## src/spherical_shell_clearance_unit_macros.svh

```systemverilog
`ifndef SPHERICAL_SHELL_CLEARANCE_UNIT_MACROS_SVH
`define SPHERICAL_SHELL_CLEARANCE_UNIT_MACROS_SVH
// Assertion helpers shared by the shell clearance unit.
// The condition on the right must hold in the same cycle as the one on the left.
`define SSCU_ASSERT_HOLDS(label, clk, rst, ante, cons, msg) \
   label: assert property (@(posedge clk) disable iff (rst) (ante) |-> (cons)) \
      else $error(msg);
// The condition on the right must hold in the cycle after the one on the left.
`define SSCU_ASSERT_NEXT(label, clk, rst, ante, cons, msg) \
   label: assert property (@(posedge clk) disable iff (rst) (ante) |=> (cons)) \
      else $error(msg);
`endif

```

## src/sscu_pkg.sv

```systemverilog
`timescale 1ns / 1ps
`default_nettype none
// ----------------------------------------------------------------------------
// Shell clearance package
// Shared constants, codes and types of the spherical shell clearance unit.
// ----------------------------------------------------------------------------
package sscu_pkg;

   localparam int COORD_WIDTH_DEF = 32;
   localparam int FRAC_BITS_DEF   = 16;
   localparam int NORM_FRAC       = 30;
   localparam int NORM_WIDTH      = 32;
   localparam int CSR_INDEX_WIDTH = 3;

   // Divider lanes: three closest-point axes, three normal axes, inverse radius.
   localparam int DIV_LANES    = 7;
   localparam int LANE_CLOSEST = 0;
   localparam int LANE_NORMAL  = 3;
   localparam int LANE_INV     = 6;

   localparam logic [1:0] OP_NEAREST = 2'd0;
   localparam logic [1:0] OP_INNER   = 2'd1;
   localparam logic [1:0] OP_OUTER   = 2'd2;

   localparam logic [CSR_INDEX_WIDTH-1:0] CSR_CENTER_X  = 3'd0;
   localparam logic [CSR_INDEX_WIDTH-1:0] CSR_CENTER_Y  = 3'd1;
   localparam logic [CSR_INDEX_WIDTH-1:0] CSR_CENTER_Z  = 3'd2;
   localparam logic [CSR_INDEX_WIDTH-1:0] CSR_REF_RAD   = 3'd3;
   localparam logic [CSR_INDEX_WIDTH-1:0] CSR_INNER_THK = 3'd4;
   localparam logic [CSR_INDEX_WIDTH-1:0] CSR_OUTER_THK = 3'd5;

   typedef enum logic [1:0] {
      ST_OK        = 2'd0,
      ST_AT_CENTER = 2'd1,
      ST_INNER_BAD = 2'd2
   } status_type;

   typedef struct packed {
      logic [1:0] op;
      status_type status;
   } ctrl_type;

   // Quotient bits a divider cell row must produce so that every quotient fits.
   function automatic int quot_bits(input int cw, input int fb);
      int q;
      q = cw + 1;
      if (2 * fb + 1 > q) q = 2 * fb + 1;
      if (NORM_WIDTH > q) q = NORM_WIDTH;
      return q;
   endfunction

endpackage
`default_nettype wire

```

## src/sscu_div_cell.sv

```systemverilog
`timescale 1ns / 1ps
`default_nettype none
// ----------------------------------------------------------------------------
// Divider cell
// One restoring quotient bit for each divider lane, all sharing one divisor.
// ----------------------------------------------------------------------------
`include "spherical_shell_clearance_unit_macros.svh"
module sscu_div_cell #(
   parameter int COORD_WIDTH = sscu_pkg::COORD_WIDTH_DEF,
   parameter int FRAC_BITS   = sscu_pkg::FRAC_BITS_DEF,
   parameter int SIDE_WIDTH  = 1,
   localparam int RW = COORD_WIDTH + 1,
   localparam int QB = sscu_pkg::quot_bits(COORD_WIDTH, FRAC_BITS),
   localparam int LN = sscu_pkg::DIV_LANES
) (
   input  wire logic               clock,
   input  wire logic               reset,
   input  wire logic               in_valid,
   output logic                    in_ready,
   input  wire sscu_pkg::ctrl_type in_ctrl,
   input  wire logic [RW-1:0]      in_div,
   input  wire logic [LN*RW-1:0]   in_rem,
   input  wire logic [LN*QB-1:0]   in_nq,
   input  wire logic [SIDE_WIDTH-1:0] in_side,
   output logic                    out_valid,
   input  wire logic               out_ready,
   output sscu_pkg::ctrl_type      out_ctrl,
   output logic [RW-1:0]           out_div,
   output logic [LN*RW-1:0]        out_rem,
   output logic [LN*QB-1:0]        out_nq,
   output logic [SIDE_WIDTH-1:0]   out_side
);

   logic               valid_ff, valid_in;
   sscu_pkg::ctrl_type ctrl_ff;
   logic [RW-1:0]      div_ff;
   logic [LN*RW-1:0]   rem_ff, rem_in;
   logic [LN*QB-1:0]   nq_ff, nq_in;
   logic [SIDE_WIDTH-1:0] side_ff;
   logic [LN-1:0]      below;
   logic               rem_ok;

   assign in_ready = !valid_ff || out_ready;
   assign valid_in = in_ready ? in_valid : valid_ff;

   // The numerator's next bit joins the partial remainder; the quotient bit
   // shifts in at the bottom as the numerator bits move out at the top.
   for (genvar i = 0; i < LN; i++) begin : g_lane
      logic [RW:0] part, diff;
      logic        ge;
      assign part = {in_rem[i*RW +: RW], in_nq[i*QB + QB - 1]};
      assign diff = part - {1'b0, in_div};
      assign ge   = part >= {1'b0, in_div};
      assign rem_in[i*RW +: RW] = ge ? diff[RW-1:0] : part[RW-1:0];
      assign nq_in[i*QB +: QB]  = {in_nq[i*QB +: QB-1], ge};
      assign below[i] = rem_ff[i*RW +: RW] < div_ff;
   end

   assign rem_ok = &below;

   always_ff @(posedge clock) begin
      if (reset) begin
         valid_ff <= 1'b0;
      end else begin
         valid_ff <= valid_in;
      end
   end

   always_ff @(posedge clock) begin
      if (in_ready) begin
         ctrl_ff <= in_ctrl;
         div_ff  <= in_div;
         rem_ff  <= rem_in;
         nq_ff   <= nq_in;
         side_ff <= in_side;
      end
   end

   assign out_valid = valid_ff;
   assign out_ctrl  = ctrl_ff;
   assign out_div   = div_ff;
   assign out_rem   = rem_ff;
   assign out_nq    = nq_ff;
   assign out_side  = side_ff;

   `SSCU_ASSERT_HOLDS(a_rem_below_divisor, clock, reset, valid_ff && ctrl_ff.status == sscu_pkg::ST_OK, rem_ok, "divider remainder not below divisor")

endmodule
`default_nettype wire

```

## config.mk

```make
export PLATFORM = sky130hd
export DESIGN_NAME = sscu_div_cell
export DESIGN_NICKNAME = d
export VERILOG_FILES = /design/src/sscu_pkg.sv /design/src/sscu_div_cell.sv
export VERILOG_INCLUDE_DIRS = /design/src /design/src/src
export SDC_FILE = /design/constraint.sdc
export NUM_CORES = 1
export LEC_CHECK = 0
export ABC_AREA = 1
export BUFFER_PORTS_ARGS = -buffer_cell sky130_fd_sc_hd__buf_2
export CORE_AREA = 2 2 396 398
export DETAILED_ROUTE_END_ITERATION = 6
export DIE_AREA = 0 0 398 400
export SLEW_MARGIN = 30
export SYNTH_ARGS = -nofsm -noshare
export SYNTH_HDL_FRONTEND = slang
export SYNTH_SLANG_ARGS = --single-unit
```

## constraint.sdc

```tcl
create_clock -name clock -period 27.6 [get_ports clock]
set_input_delay 2.76 -clock clock [delete_from_list [all_inputs] [get_ports clock]]
set_output_delay 2.76 -clock clock [all_outputs]
set_load 0.005 [all_outputs]
```

---- Word-level counts from Yosys, hierarchy flattened ----
Index checks and enable logic that the tools add are counted.
storage, ports and cells
  output and inout port bits .............. 502
  input bits .............................. 504
  word-level logic and storage cells ...... 30
  register bits ........................... 501
operators by class
  reductions and logical operators ........ 2
  $add $sub $neg .......................... 7
  multiplexer cells ....................... 7
  order comparisons ....................... 7
operators with widths
  cell                                                            number
  34-bit by 33-bit greater-or-equal comparator with 1-bit output  7
  33-bit two-way mux                                              7
  33-bit subtractor                                               7
  1-bit logical NOT                                               1
  1-bit logical OR                                                1

---- Longest topological paths before layout ----
  depth in word-level cells ............... 2
  gate-level depth with buffers ........... 15

---- Worst setup path before layout ----
Ideal clock, no wire load.
  path type ............................... in2out
  start ................................... input port out_ready
  end ..................................... output port in_ready
  setup slack ............................. 11.502 ns
  data arrival time ....................... 13.338 ns
  stages .................................. 2
  path buffers ............................ 0
  cell sequence ........................... inv_1 -> nand2_1
between the ends
  longest elaborated chain between the ends .. 1
RTL lines
  item              line                 RTL
  start, declared   sscu_div_cell.sv:26  input wire logic out_ready,
  1-bit logical OR  sscu_div_cell.sv:43  assign in_ready = !valid_ff || out_ready;
  end, declared     sscu_div_cell.sv:19  output logic in_ready,
Every way passes these cells.

---- Worst setup path after layout ----
Same ends and word-level chain as after synthesis.

==> results_dict.tcl <==
set metrics [dict create \
    run_status "finished clean" \
    dr_pass1_iterations 6 \
    max_freq_mhz 154 \
    ctsHoldBuffers 0 \
    post-route-min-period_ns 6.48 \
    initial_core_utilization_pct 24.1 \
    clock_skew_ns 0.0484 \
    stdcell_count 8266 \
    postSynth.asyncResetShare_pct 0 \
    cts.sinks 501 \
    count_of_boundary_i_o_pins 1006 \
    cts.root.buffer_cell "sky130_fd_sc_hd__clkbuf_16" \
    grt_antenna_before_repair 76 \
    layout.cell_area.non_filler_sq_um 47100 \
    global_route.usage.total_pct 24.5 \
    synth_top_cells_by_area "sky130_fd_sc_hd__edfxtp_1 (40%), sky130_fd_sc_hd__nand2_1 (20%), sky130_fd_sc_hd__inv_1 (9.3%)" \
    drt_drc_violations_left 0 \
    globalRoute.totalOverflow 0 \
    synthesized_net_count 5821 \
    dr.max_layer_used "met5" \
    gpl.final_weighted_congestion 0.980 \
    cts.repair.resized 0 \
    critPathLaunchType "input pin" \
    mostFrequentLayoutCell "sky130_fd_sc_hd__nand2_1" \
    wirelength_microns 203000 \
    synth_edf_count 500 \
    instance_count_after_placement_with_tap_cells_included 8112 \
    area_growth_syn_to_layout_pct 25.9 \
    vias 37700 \
    finalSetupViolCount 0 \
    worstSetupPathType "in2out" \
    yosys_warnings 0 \
    clock_latency_ns 0.68 \
    first_pass_grt_wire_length_microns 271000 \
    data_required_time_at_the_worst_endpoint_ns 24.84 \
    timing.critical_path.slowest_cell_delay_ns 0.44 \
    cp-startpoint "out_ready" \
    critical-path-slowest-cell "sky130_fd_sc_hd__nand2_4" \
    yosys_register_bits 501 \
    layout.nets 6869 \
    setup.worst_path.end_class "output port" \
    synth_area_per_cell_sq_um 7.36 \
    worst_ir_drop_vdd_mv 0.0385 \
    fp.dieW_microns 398 \
    ys_seq_area_share_pct 40.2 \
    power_density_over_the_cells_nw_per_um2 56.2 \
    cts_tree "done" \
    drt-vias-per-instance 4.56 \
    cts.clk_slew.worst_paths_ns 0.06 \
    detail-route-antenna-nets 0 \
    critical_path.n_buffers_inverters 3 \
    worstPathCellList "buf_2, inv_1, nand2_4, buf_2" \
    clock_tree.buffer_depth 3 \
    die-area_sq_um 159000 \
    critical-path-top-cell-by-count "sky130_fd_sc_hd__buf_2" \
    critPathArrivalTime_ns 3.72 \
    slew_viol_final 0 \
    total_standard_cell_area_after_synthesis_sq_um 37400 \
    fin_crit_sh_pct 23.5 \
    hp_start "out_valid" \
    cts_buffers 68 \
    post-cts-setup-buffers 0 \
    wire_per_inst_microns 24.6 \
    fraction_of_final_layout_cells_sized_beyond_drive_strength_1_pct 21.8 \
    max_slew_margin_pct 29.2 \
    wl_met1_microns 75900 \
    postPlaceCellArea_sq_um 44800 \
    max-cap-violations 0 \
    leakage_nw 25.2 \
    port_buffers 1005 \
    chipHeight_microns 400 \
    length_of_routed_met3_wiring_microns 16000 \
    min_path_type "reg2reg" \
    ys_dominant_reg_cell "sky130_fd_sc_hd__edfxtp_1" \
    maximum_number_of_pins_on_one_net_before_global_route_repair 151 \
    rsz0062_at_grt "no" \
    initialDrtViolationCount 2848 \
    floorplan.rows 145 \
    post-synth-top-area-fraction_pct 40.1 \
    first_global_vias 35600 \
    most-common-layout-cells "sky130_fd_sc_hd__nand2_1 (2034), sky130_fd_sc_hd__buf_2 (1005), sky130_fd_sc_hd__inv_1 (917)" \
    totalNegativeSetupSlack_ns 0 \
    wl_met2_microns 98400 \
    rr_startpoint "out_valid" \
    synthDistinctLibCells 35 \
    core_area_sq_um 155000 \
    dp.final_hpwl_microns 165000 \
    h_tree_level_count 3 \
    timing.critical_path.max_delay_family "buffers and inverters" \
    critical_path_peak_fanout 35 \
    syn-instance-count 5079 \
    worst_slew_pin_slew_ns 1.06 \
    yosysTopAreaCell "sky130_fd_sc_hd__edfxtp_1" \
    timing_hold_violations_final 0 \
]
==> routing by layer <==
metal  GRT usage, %  vias to the layer above
met5              0                        -
met3           5.65                      347
li1               -                    18200
met1           27.3                    17700
met4           14.7                       36
met2           42.4                     1512
==> worst paths after layout <==
path	to	slack, ns	cells after the start
max	in_ready	21.12	4
min	out_valid	0.96	2
max reg2reg	out_nq[131]	23.99	5
min reg2reg	out_valid	0.96	2
==> state kept, by name (all words and copies together), names as in the netlist <==
| signal | count |
|---|---|
| out_valid | 1 |
| out_rem | 231 |
| out_side | 1 |
| out_ctrl | 4 |
| out_div | 33 |
| out_nq | 231 |
==> logic make-up after synthesis <==
logic type               after synthesis  synth area share, %
flip-flops                           501                 40.2
XOR/XNOR                              98                 2.29
AND/OR/NAND/NOR                     3083                 36.4
buffers and inverters                991                 10.7
adder cells (fa/ha/maj)              238                 8.10
AO/OA/AOI/OAI                        168                 2.37
==> final cells by class <==
| type | count | area [sq um] |
|---|---|---|
| antenna | 32 | 80.1 |
| clock buffer | 83 | 1760 |
| clock inverter | 36 | 399 |
| fill | 17000 | 108000 |
| inverter | 927 | 3480 |
| multi-input combinational | 3587 | 18400 |
| sequential | 501 | 15000 |
| tap | 2058 | 2570 |
| timing repair buffer | 1042 | 5380 |
==> worst min-delay path, cell delays in order, from the launching register on <==
cell and delay (ns):
sky130_fd_sc_hd__dfxtp_1 0.33, sky130_fd_sc_hd__nand2_4 0.45, sky130_fd_sc_hd__a21oi_1 0.12
==> synth_stat cells, types with 8 or more instances <==
master                     count
sky130_fd_sc_hd__nor3_2       18
sky130_fd_sc_hd__nand2_1    2035
sky130_fd_sc_hd__nor3_1       52
sky130_fd_sc_hd__ha_1        231
sky130_fd_sc_hd__nand3_1     405
sky130_fd_sc_hd__a21oi_1     144
sky130_fd_sc_hd__nor2_4        8
sky130_fd_sc_hd__or2_2        16
sky130_fd_sc_hd__a21o_1       14
sky130_fd_sc_hd__edfxtp_1    500
sky130_fd_sc_hd__buf_6        15
sky130_fd_sc_hd__inv_1       923
sky130_fd_sc_hd__nand3_2      82
sky130_fd_sc_hd__nand2_2      31
sky130_fd_sc_hd__and2_1       45
sky130_fd_sc_hd__buf_2        37
sky130_fd_sc_hd__nand4_1      17
sky130_fd_sc_hd__nor2_1      259
sky130_fd_sc_hd__nand3b_1     72
sky130_fd_sc_hd__nor2_2       27
sky130_fd_sc_hd__xor2_1       91
==> power by group <==
part | internal, mW | switching (mW)
combinational | 0.253 | 0.505
sequential | 0.958 | 0.0522
clock | 0.483 | 0.396
total | 1.69 | 0.953
==> through the flow <==
step	worst slack, ns	utilization, %	power, mW	hold WS [ns]
CTS	21.16	30.3	2.68	0.967
floorplan	11.50	-	1.42	2.83
global route	21.08	30.3	2.78	1.01
detailed placement	21.16	28.9	1.78	0.962
global placement	21.14	28.9	1.78	0.947
finish	21.12	30.4	2.65	0.955
Note: power is estimated with default switching activity, not from simulation.
