**src/spherical_shell_clearance_unit_macros.svh**
```systemverilog
`ifndef SPHERICAL_SHELL_CLEARANCE_UNIT_MACROS_SVH
`define SPHERICAL_SHELL_CLEARANCE_UNIT_MACROS_SVH
// Assertion helpers shared by the shell clearance unit.
// The condition on the right must hold in the same cycle as the one on the left.
`define SSCU_ASSERT_HOLDS(label, clk, rst, ante, cons, msg) \
   label: assert property (@(posedge clk) disable iff (rst) (ante) |-> (cons)) \
      else $error(msg);
// The condition on the right must hold in the cycle after the one on the left.
`define SSCU_ASSERT_NEXT(label, clk, rst, ante, cons, msg) \
   label: assert property (@(posedge clk) disable iff (rst) (ante) |=> (cons)) \
      else $error(msg);
`endif

```
**src/sscu_pkg.sv**
```systemverilog
`timescale 1ns / 1ps
`default_nettype none
// ----------------------------------------------------------------------------
// Shell clearance package
// Shared constants, codes and types of the spherical shell clearance unit.
// ----------------------------------------------------------------------------
package sscu_pkg;

   localparam int COORD_WIDTH_DEF = 32;
   localparam int FRAC_BITS_DEF   = 16;
   localparam int NORM_FRAC       = 30;
   localparam int NORM_WIDTH      = 32;
   localparam int CSR_INDEX_WIDTH = 3;

   // Divider lanes: three closest-point axes, three normal axes, inverse radius.
   localparam int DIV_LANES    = 7;
   localparam int LANE_CLOSEST = 0;
   localparam int LANE_NORMAL  = 3;
   localparam int LANE_INV     = 6;

   localparam logic [1:0] OP_NEAREST = 2'd0;
   localparam logic [1:0] OP_INNER   = 2'd1;
   localparam logic [1:0] OP_OUTER   = 2'd2;

   localparam logic [CSR_INDEX_WIDTH-1:0] CSR_CENTER_X  = 3'd0;
   localparam logic [CSR_INDEX_WIDTH-1:0] CSR_CENTER_Y  = 3'd1;
   localparam logic [CSR_INDEX_WIDTH-1:0] CSR_CENTER_Z  = 3'd2;
   localparam logic [CSR_INDEX_WIDTH-1:0] CSR_REF_RAD   = 3'd3;
   localparam logic [CSR_INDEX_WIDTH-1:0] CSR_INNER_THK = 3'd4;
   localparam logic [CSR_INDEX_WIDTH-1:0] CSR_OUTER_THK = 3'd5;

   typedef enum logic [1:0] {
      ST_OK        = 2'd0,
      ST_AT_CENTER = 2'd1,
      ST_INNER_BAD = 2'd2
   } status_type;

   typedef struct packed {
      logic [1:0] op;
      status_type status;
   } ctrl_type;

   // Quotient bits a divider cell row must produce so that every quotient fits.
   function automatic int quot_bits(input int cw, input int fb);
      int q;
      q = cw + 1;
      if (2 * fb + 1 > q) q = 2 * fb + 1;
      if (NORM_WIDTH > q) q = NORM_WIDTH;
      return q;
   endfunction

endpackage
`default_nettype wire

```
**src/sscu_sqrt_cell.sv**
```systemverilog
`timescale 1ns / 1ps
`default_nettype none
// ----------------------------------------------------------------------------
// Square root cell
// One restoring digit step of the integer square root, registered.
// ----------------------------------------------------------------------------
module sscu_sqrt_cell #(
   parameter int COORD_WIDTH = sscu_pkg::COORD_WIDTH_DEF,
   parameter int SIDE_WIDTH  = 1,
   localparam int RW = COORD_WIDTH + 1,
   localparam int SW = 2 * RW
) (
   input  wire logic               clock,
   input  wire logic               reset,
   input  wire logic               in_valid,
   output logic                    in_ready,
   input  wire sscu_pkg::ctrl_type in_ctrl,
   input  wire logic [RW+1:0]      in_rem,
   input  wire logic [RW-1:0]      in_root,
   input  wire logic [SW-1:0]      in_rad,
   input  wire logic [SIDE_WIDTH-1:0] in_side,
   output logic                    out_valid,
   input  wire logic               out_ready,
   output sscu_pkg::ctrl_type      out_ctrl,
   output logic [RW+1:0]           out_rem,
   output logic [RW-1:0]           out_root,
   output logic [SW-1:0]           out_rad,
   output logic [SIDE_WIDTH-1:0]   out_side
);

   logic               valid_ff, valid_in;
   sscu_pkg::ctrl_type ctrl_ff;
   logic [RW+1:0]      rem_ff, rem_in;
   logic [RW-1:0]      root_ff, root_in;
   logic [SW-1:0]      rad_ff, rad_in;
   logic [SIDE_WIDTH-1:0] side_ff;
   logic [RW+3:0]      trial, rest;
   logic               ge;

   assign in_ready = !valid_ff || out_ready;
   assign valid_in = in_ready ? in_valid : valid_ff;

   always_comb begin
      rest    = {in_rem, in_rad[SW-1:SW-2]};
      trial   = {2'b00, in_root, 2'b01};
      ge      = rest >= trial;
      // The partial remainder stays within RW+2 bits either way.
      rem_in  = ge ? (RW+2)'(rest - trial) : rest[RW+1:0];
      root_in = {in_root[RW-2:0], ge};
      rad_in  = {in_rad[SW-3:0], 2'b00};
   end

   always_ff @(posedge clock) begin
      if (reset) begin
         valid_ff <= 1'b0;
      end else begin
         valid_ff <= valid_in;
      end
   end

   always_ff @(posedge clock) begin
      if (in_ready) begin
         ctrl_ff <= in_ctrl;
         rem_ff  <= rem_in;
         root_ff <= root_in;
         rad_ff  <= rad_in;
         side_ff <= in_side;
      end
   end

   assign out_valid = valid_ff;
   assign out_ctrl  = ctrl_ff;
   assign out_rem   = rem_ff;
   assign out_root  = root_ff;
   assign out_rad   = rad_ff;
   assign out_side  = side_ff;

endmodule
`default_nettype wire

```
**config.mk**
```make
export PLATFORM = sky130hd
export DESIGN_NAME = sscu_sqrt_cell
export DESIGN_NICKNAME = d
export VERILOG_FILES = /design/src/spherical_shell_clearance_unit_macros.svh /design/src/sscu_pkg.sv /design/src/sscu_sqrt_cell.sv
export SDC_FILE = /design/constraint.sdc
export NUM_CORES = 1
export LEC_CHECK = 0
export ABC_AREA = 1
export CORE_MARGIN = 2
export CORE_UTILIZATION = 40
export CTS_BUF_LIST = sky130_fd_sc_hd__clkbuf_16
export DETAILED_ROUTE_END_ITERATION = 12
export DONT_BUFFER_PORTS = 1
export GPL_TIMING_DRIVEN = 0
export SETUP_SLACK_MARGIN = 0.1
export SLEW_MARGIN = 10
export SYNTH_ARGS = -nofsm -noshare
export SYNTH_HDL_FRONTEND = slang
export SYNTH_SLANG_ARGS = --single-unit
```
**constraint.sdc**
```tcl
create_clock -name clock -period 3.85 [get_ports clock]
set_input_delay 0.1925 -clock clock [delete_from_list [all_inputs] [get_ports clock]]
set_output_delay 0.1925 -clock clock [all_outputs]
set_load 0.01 [all_outputs]
```
* Word-level counts from Yosys, hierarchy flattened
Cells that the tools add are included.
** Storage, ports and cells
- Bits of input ports :: 143
- Output and inout bits :: 141
- Register bits :: 138
** Cells by class
- $lt $le $gt $ge :: 1
- Add/sub/neg operators :: 1
- Multiplexer cells :: 1
- Reductions and logical operators :: 2
** Operators with widths (count)
- 37-bit by 35-bit greater-or-equal comparator with 1-bit output :: 1
- 35-bit two-way mux :: 1
- 35-bit subtractor :: 1
- 1-bit logical NOT :: 1
- 1-bit logical OR :: 1

* Depth between registers and ports, before layout
- Depth after elaboration :: 2
- Depth in mapped cells :: 16
- Depth with buffers taken out :: 15

* Least setup slack after synthesis
No wires, ideal clock.
- Path type :: reg2reg
- From :: reg valid_ff (netlist: out_valid)
- To :: reg ctrl_ff (netlist bit out_ctrl[0]) (enable)
- Stages on the path, launching flop included :: 2
- Path slack :: -37 ps
- Path buffers :: 0
- Arrival time :: 2679 ps
- Data required time :: 2642 ps
- Cell sequence :: dfxtp_1 nand2_1
** On the way
- Cells in the longest elaborated chain, start to end :: 2
** RTL lines
- start: declaration :: RTL line sscu_sqrt_cell.sv:31 : logic valid_ff, valid_in;
- start signal: assignment :: RTL line sscu_sqrt_cell.sv:57 : valid_ff <= valid_in;
- 1-bit logical NOT :: RTL line sscu_sqrt_cell.sv:40 : assign in_ready = !valid_ff || out_ready;
- 1-bit logical OR :: RTL line sscu_sqrt_cell.sv:40
- net in_ready :: RTL line sscu_sqrt_cell.sv:16 : output logic in_ready,
- end signal: assignment :: RTL line sscu_sqrt_cell.sv:63 : ctrl_ff <= in_ctrl;
- end: declaration :: RTL line sscu_sqrt_cell.sv:32 : sscu_pkg::ctrl_type ctrl_ff;
The timed path passes the listed nets, and every way through them passes these cells.
A chain may end at the register's enable or synchronous reset.

* Worst setup path after layout
- From :: in in_root[17]
- To :: reg rem_ff[19] (netlist: out_rem[19]), data pin
** On the way
- Cells in the longest elaborated chain, start to end :: 2
- Elaborated cells between the ends (all ways) :: 3
- Classes of those cells :: add/sub: 1; order compare: 1; mux: 1
** RTL lines
- start: declaration :: RTL line sscu_sqrt_cell.sv:19 : input wire logic [RW-1:0] in_root,
- 35-bit subtractor / 37-bit by 35-bit greater-or-equal comparator with 1-bit output (equally long branches) :: RTL line sscu_sqrt_cell.sv:48, sscu_sqrt_cell.sv:46
- 35-bit two-way mux * :: RTL line sscu_sqrt_cell.sv:48 : rem_in = ge ? (RW+2)'(rest - trial) : rest[RW+1:0];
- net rem_in[19] :: RTL line sscu_sqrt_cell.sv:33 : logic [RW+1:0] rem_ff, rem_in;
- end signal: assignment :: RTL line sscu_sqrt_cell.sv:64 : rem_ff <= rem_in;
- end: declaration :: RTL line sscu_sqrt_cell.sv:33
Mark *: on every way through the listed nets, which the timed path passes. The rest lies on a longest branch.

==> results.yml <==
floorplanning:
  dieWidth_microns: 142
  io-pin-count: 284
  fp.dieH_microns: 142
  core-area_sq_mm: 0.0187
  initial_core_util_pct: 40.8
  die-area_sq_mm: 0.0202
  rows: 50
sta:
  hold_violations: 0
  finalSetupViolations: 0
  worst_pin_slew_ps: 607
  rsz0062_at_grt: "no"
  skew_ps: 5.15
  fmaxAchievable_mhz: 514
  period_share_pct: 50.5
  fin_crit_ps: 1950
  drv_slew: 0
  worst_hold_slack_ps: 13.2
  maxSlewHeadroom_pct: 59.4
  fin_ws_ps: 1900
  fin_setup_tns_ps: 0
logic_synthesis:
  syn_area_per_cell_sq_um: 9.38
  synthXorXnorAreaFrac_pct: 1.95
  synth.area.mux_share_pct: 0
  synth_top_area_share_pct: 53.8
  yosysUniqueCellTypes: 35
  synth_top_family_by_area: "simple AND/OR/NAND/NOR gates"
  syn_area_sq_mm: 0.00764
  yosysWarnings: 0
  ys_ff_latch: 138
  synthAdderAreaFrac_pct: 5.73
  syn-instance-count: 815
  synth-compound-area-share_pct: 4.85
  ys_seq_area_share_pct: 54.1
  synth_top_cell_by_area: "edfxtp_1"
  netlist_top_cells_area: "edfxtp_1 54%, nand2_1 11%, inv_1 7.2%"
  yosys.area_share.simple_pct: 24.9
layout:
  insertedDiodeCount: 0
  mostFrequentLayoutCells: "228 x nand2_1, 146 x inv_1, 137 x edfxtp_1"
  nets: 1141
  syn_to_final_growth_pct: 28.7
  mostFrequentLayoutCell: "nand2_1"
  final_util_pct: 52.6
  drive_gt1_share_pct: 11.3
setup_path:
  arrival_ps: 2230
  crit_path_end_kind: "register"
  crit_slowest_cell: "nor3_4"
  cp_common_cell: "nand2_1"
  r2r_start: "out_valid$_SDFFE_PP0P_"
  cp_max_fo: 10
  r2r_setup_slack_ps: 2260
  critPathMaxStageDelay_ps: 480
  worstSetupStartpointType: "input pin"
  r2r_end: "out_valid$_SDFFE_PP0P_"
  cp.required_ps: 4130
  reg2regPathDepth: 3
  path_class: "input pin to register"
  path_cells: "inv_1 > ha_1 > nand2_1 > nor2_1 > nand2_1 > nor2_4 > nand3_1 > nand2_1 > nor3_4 > buf_4 > nand3_1 > nand2_1"
pwr:
  leakagePower_nw: 4.49
  powerDensity_mw_per_mm2: 438
  irDropWorstVdd_mv: 0.206
detailed_routing:
  vias: 5902
  wl_mm: 22.6
  first_pass_iters: 5
  vias_per_cell: 4.88
  remaining_drc_errors: 0
  detail-route-antenna-nets: 0
  first_iter_violations: 273
  drt-wirelength-per-cell_microns: 18.7
run_status:
  status: "completed"
clocking:
  clockBufferDepth: 2
  cts_made_buffers: 17
  clock-sinks: 138
  cts.clk_slew.worst_paths_ps: 60
  cts.htree.levels: 4
  clk_latency_ps: 420
  root_buffer: "clkbuf_16"
  cts_tree: "built"
placed_design:
  io_buffers: 0
  dp_hpwl_mm: 16.3
  post-place-ws_ps: 1490
  place_congestion: 0.899
worst_hold_path:
  min_to: "out_rem[33]$_DFFE_PP_"
  worstHoldPathType: "input pin to register"
  whs_path_depth: 2
  min_from: "in_rem[31]"
grt:
  grt_pass1_wl_mm: 33.2
  antenna_found_initial: 0
  overflow: 0
  grt_max_degree: 90
  grt_use_total_pct: 22.0
  grt_pass1_vias: 5991
flow_run:
  cap_violations: 0
-- cells by family after synthesis --
group	count (synthesis)
compound gates	56
xor+xnor	17
fa+ha+maj	35
buf+inv	156
flops	138
other cells	1
simple gates	412
-- cells in the mapped netlist --
cell type	n
dfxtp_1	1
a21o_1	1
buf_8	1
nor4_1	3
nand2_4	1
buf_2	1
nor3_4	1
conb_1	1
ha_1	35
inv_1	146
a21oi_2	3
o21ai_0	4
buf_6	5
xnor2_1	1
o211ai_1	1
nor2_4	3
a21oi_1	23
nand4_4	1
and2_1	1
nor2_2	5
nand3_2	13
o21bai_1	7
nor3_1	6
o21ai_2	15
nand2_2	24
nand2_1	229
nand4_1	4
buf_4	3
xor2_1	16
nand3b_1	10
nand3_1	54
edfxtp_1	137
o21ai_1	2
nor3_2	1
nor2_1	56
-- per-stage QoR --
stage / area [sq um] / total power, mW / cells
after floorplan: 7650 / 2.45 / 816
after global routing: 9830 / 4.50 / 1210
final: 9830 / 4.31 / 1210
after detailed placement: 7980 / 2.62 / 1051
after global placement: 7940 / 2.62 / 1050
after CTS: 9820 / 4.34 / 1209
-- registers in the layout (all words and copies together) (netlist names) --
name and count:
out_root 33, out_rad 64, out_rem 35, out_valid 1, out_ctrl 4, out_side 1
-- worst max-delay path, delay by kind of cell --
family                   cells  cell delay (ps)
adder cells (fa/ha/maj)      1              370
buffers and inverters        2              340
AND/OR/NAND/NOR              9             1330
-- metal layers --
metal	GRT usage, %	vias to the layer above	wire, microns
met2	38.4	221	11100
li1	-	2954	-
met5	0	-	0
met4	7.63	0	499
met1	26.2	2701	9500
met3	6.12	26	1510
-- cell type report --
class	count	area [sq um]
fill	1687	8870
sequential	138	4130
multi-input combinational	522	2880
timing repair buffer	128	1300
inverter	146	548
clock buffer	17	425
tap	234	293
clock inverter	15	156
buffer	10	98.8
-- power by group --
group | switching, mW | internal, mW | leakage (nW)
combinational | 0.414 | 0.291 | 2.79
clock | 0.701 | 0.912 | 0.276
sequential | 0.150 | 1.84 | 1.43
total | 1.26 | 3.05 | 4.49
-- worst max-delay path by stage --
stage	from	endpoint	cells past startpoint
detailed placement	in_root[17]	out_rem[19]$_DFFE_PP_	12
finish	in_root[17]	out_rem[19]$_DFFE_PP_	12
global route	in_root[17]	out_rem[20]$_DFFE_PP_	12
global placement	out_valid$_SDFFE_PP0P_	out_rem[6]$_DFFE_PP_	1
CTS	in_root[17]	out_rem[19]$_DFFE_PP_	12
floorplan	out_valid$_SDFFE_PP0P_	out_ctrl[0]$_DFFE_PP_	1
-- what timing repair did --
action | in CTS | in global routing
hold endpoints to repair | 125 | 1
setup buffers | 0 | 0
hold buffers | 126 | 1
resized for setup | 0 | 0
No activity file was read; power rests on OpenSTA's default activity.
